--- src/hdl/ssid_ram.sv ---
module ssid_ram #(
    parameter int WIDTH = 32,
    parameter int DEPTH = 16
) (
    input  logic                     clk,
    input  logic                     wr_en,
    input  logic [$clog2(DEPTH)-1:0] wr_addr,
    input  logic [WIDTH-1:0]         wr_data,
    input  logic                     rd_en,
    input  logic [$clog2(DEPTH)-1:0] rd_addr,
    output logic [WIDTH-1:0]         rd_data
);
    logic [WIDTH-1:0] mem_reg [DEPTH];
    logic [WIDTH-1:0] rd_data_reg;

    // hold read data while no read is issued
    always_ff @(posedge clk)
    begin
        if (wr_en)
        begin
            mem_reg[wr_addr] <= wr_data;
        end
        if (rd_en)
        begin
            rd_data_reg <= mem_reg[rd_addr];
        end
    end

    assign rd_data = rd_data_reg;
endmodule

--- config.mk ---
export PLATFORM = sky130hd
export DESIGN_NAME = ssid_ram
export DESIGN_NICKNAME = d
export VERILOG_FILES = /design/src/hdl/ssid_ram.sv
export SDC_FILE = /design/constraint.sdc
export NUM_CORES = 1
export LEC_CHECK = 0
export BUFFER_PORTS_ARGS = -buffer_cell sky130_fd_sc_hd__buf_2
export CORE_MARGIN = 10
export CORE_UTILIZATION = 50
export DETAILED_ROUTE_END_ITERATION = 8
export HOLD_SLACK_MARGIN = 0.12
export PLACE_DENSITY = 0.67
export SLEW_MARGIN = 20
export SYNTH_ARGS = -nofsm -noshare
export SYNTH_HDL_FRONTEND = slang
export SYNTH_SLANG_ARGS = --single-unit
--- constraint.sdc ---
create_clock -name clk -period 4.09 [get_ports clk]
set_input_delay 0.409 -clock clk [delete_from_list [all_inputs] [get_ports clk]]
set_output_delay 0.409 -clock clk [all_outputs]
set_load 0.01 [all_outputs]
---- Word level (Yosys, flattened, before mapping) ----
Memory sizes are Yosys's and may differ from the RTL's. A register that Yosys moved wholly into a read port is not among the register bits.
Index checks and enable logic that the tools add are counted.
cells by class
  muxes and demuxes ....................... 2
operators with widths
  cell               count
  two-way mux 1 bit  2
storage, ports and cells
  bits in registers ....................... 0
  output and inout bits ................... 32
  word-level logic and storage cells ...... 3
  memory bits (writable) .................. 512
  input port bits ......................... 43
  memories ................................ 1
memory list
  memory   depth  bits a word  read ports  clocked after memory_dff  wr ports  line  source
  mem_reg  16     32           1           1                         1         13    logic [WIDTH-1:0] mem_reg [DEPTH];

---- Depth between registers and ports, before layout ----
  word-level depth ........................ 2
  gate-level depth with buffers ........... 5
  mapped depth without buffers ............ 3

---- Worst setup path before layout ----
OpenSTA, ideal clock, no wires.
  path type ............................... input-to-reg
  start point ............................. input wr_addr[2]
  end point ............................... memory mem_reg[0][0] (enable)
  stages .................................. 2
  setup time .............................. 0.461 ns
  data required time ...................... 3.629 ns
  arrival time ............................ 3.127 ns
  path slack .............................. 0.501 ns
  buffers on the path ..................... 0
  cell sequence ........................... or3b_2 -> nor3_1
RTL lines
  item             line  source
  start, declared  7     input logic [$clog2(DEPTH)-1:0] wr_addr,
  end, declared    13
No word-level cell before the write port.

==> flow_summary.toml <==
[floorplan]
rows = 73
coreArea_mm2 = 0.0398
die-area_mm2 = 0.0488
initial_core_util = 0.507
die_h_um = 221
die_w_um = 221
ios = 75

[yosys]
syn_avg_cell_area_um2 = 24.1
ys_seq_area_frac = 0.810
ys_types = 17
synth_fp_nets = 881
yosys_warnings = 0
synth_cells = 838
syn_area_mm2 = 0.0202
ys_ff_latch = 544

[global_routing]
overflow = 0
grt_pass1_wl_um = 62900
grt_max_degree = 62
antenna_found_initial = 2
grt_util_all_layers = 0.169
grt_pass1_vias = 9630

[setup_path]
endpoint_kind = "flip-flop"
r2r_setup_slack_ns = 2.62
critical_path_class = "in -> reg"
r2r_end = "rd_data[0]"
rr_startpoint = "mem_reg[10][0]"
cp.required_ns = 4.39
slowest_delay_ns = 0.56
startpoint = "rd_addr[0]"
cp-endpoint = "rd_data[3]"
start_kind = "input port"
path_cells = "clkbuf_8, buf_4, mux4_2, a22oi_1, nand2_1"
rr_worst_depth = 3
worstPathArrival_ns = 2.25
crit_slowest_cell = "mux4_2"
critPathMaxFanout = 37

[timing]
hold_ws_ns = 0.211
finalHoldViolCount = 0
rsz0062_at_grt = "false"
clock-skew-final_ns = 0.00965
finalCritPeriodShare = 0.476
slew_viol_final = 0
slew_headroom = 0.359
fin_setup_tns_ns = 0
min_period_ns = 1.95
tightest_slew_ns = 0.960
finalSetupViolations = 0
fmax_mhz = 513

[routing]
vias = 9016
wl_um = 41600
drtPass1Iterations = 5
initialDrtViolationCount = 824
ant_nets = 0
drc = 0
wl_per_cell_um = 27.3
via_per_inst = 5.92

[clocking]
clock_latency_ns = 0.56
cts.sinks = 544
numCtsBuffers = 55
clkTransAtPathRegs_ns = 0.06
htreeDepth = 2
cts_hold_repair.buffers = 0
cts_tree = "built"
clk_path_buf_depth = 3
cts_setup_buffers = 0
cts-root-buf = "clkbuf_16"
cts_resized = 0

[power_and_ir_drop]
vdd_ir_drop_max_mv = 0.370
leakage_nw = 7.35
p_total_w = 0.0115
powerDensity_mw_per_mm2 = 500

[layout]
largest_register_ffs = 512
area_delta_synth_final_pct = 14.2
nets = 999
n_antenna_cell = 0
final_cells = 1522
layout-drive-gt1-share = 0.320

[placed_design]
dpl.cell_count = 1424
port-buffer-count = 74
gp_congestion = 0.704
dpl.hpwl_um = 22200

[run_status]
outcome = "finished, final reports clean"

[min_path]
hp-class = "in -> reg"

[job]
maxCapViolations = 0
cells in the final DEF, fill, tap and decap left out, drive strengths merged:
master / Yosys / final
nand2b: 2 / 2
and2: 1 / 1
inv: 0 / 1
clkbuf: 17 / 74
nor3: 4 / 4
edfxtp: 544 / 544
nor2b: 2 / 2
nor2: 13 / 13
nand3b: 2 / 2
clkinv: 0 / 20
a22oi: 64 / 64
bufinv: 0 / 4
nand2: 33 / 33
or3b: 1 / 1
buf: 26 / 103
mux4: 128 / 128
nand3: 1 / 1
worst max-delay path, delay by kind of cell:
kind,cells,cell delay (ns)
AO/OA/AOI/OAI,1,0.25
multiplexers,1,0.56
AND/OR/NAND/NOR,1,0.09
buffers and inverters,2,0.88
layer usage:
metal  global-route usage  routed length, um  vias up  part of all wire
met5                    0                 34        -           0.00082
met4               0.0418                838        4             0.020
met3               0.0295               2200       69             0.053
met2                0.278              20900      256              0.50
met1                0.231              17700     4843              0.42
li1                     -                  -     3844                 -
worst min path at each step:
stage	startpoint	end	slack, ns	depth (start not counted)
after floorplan	wr_data[0]	mem_reg[0][0]	0.51	0
after global placement	mem_reg[14][10]	rd_data[10]	0.72	3
after detailed placement	mem_reg[6][1]	rd_data[1]	0.74	3
after CTS	wr_data[18]	mem_reg[10][18]	0.19	1
after global routing	wr_data[15]	mem_reg[14][15]	0.21	1
final	wr_data[13]	mem_reg[15][13]	0.21	1
cell families (layout without fill, tap and decap cells):
kind of cell	after synthesis	count (layout)	synth area share
flops	544	544	0.810
mux	128	128	0.143
compound gates	64	64	0.0238
simple gates	59	59	0.0125
buf+inv	43	202	0.0110
through the flow:
step            util  cell area, um2  worst slack [ns]
2_1_floorplan      -           20200             0.501
3_3_place_gp   0.537           21400              1.56
3_5_place_dp   0.537           21400              1.55
4_1_cts        0.579           23000              2.12
5_1_grt        0.579           23000              1.97
6_report       0.579           23000              2.14
synth_stat cells (all sizes together):
cell / count / area share
nand2b: 2 / 0.00062
clkbuf: 17 / 0.0032
nor2: 13 / 0.0024
nor2b: 2 / 0.00062
edfxtp: 544 / 0.81
nand3: 1 / 0.00025
buf: 26 / 0.0079
nor3: 4 / 0.00099
nand2: 33 / 0.0061
nand3b: 2 / 0.00074
and2: 1 / 0.00031
mux4: 128 / 0.14
or3b: 1 / 0.00043
a22oi: 64 / 0.024
power by group:
group | total (W) | leakage, nW | internal [W] | switching, W
Combinational | 0.000541 | 1.60 | 0.000218 | 0.000323
Clock | 0.00466 | 0.805 | 0.00271 | 0.00195
Sequential | 0.00632 | 4.94 | 0.00628 | 0.0000340
cell type report:
| class | count | area [um2] |
|---|---|---|
| multi-input combinational | 251 | 3750 |
| tap | 525 | 657 |
| sequential | 544 | 16300 |
| clock buffer | 73 | 1440 |
| timing repair buffer | 104 | 644 |
| clock inverter | 25 | 211 |
| fill | 2904 | 16800 |
Power figures use the tool's default switching activity.
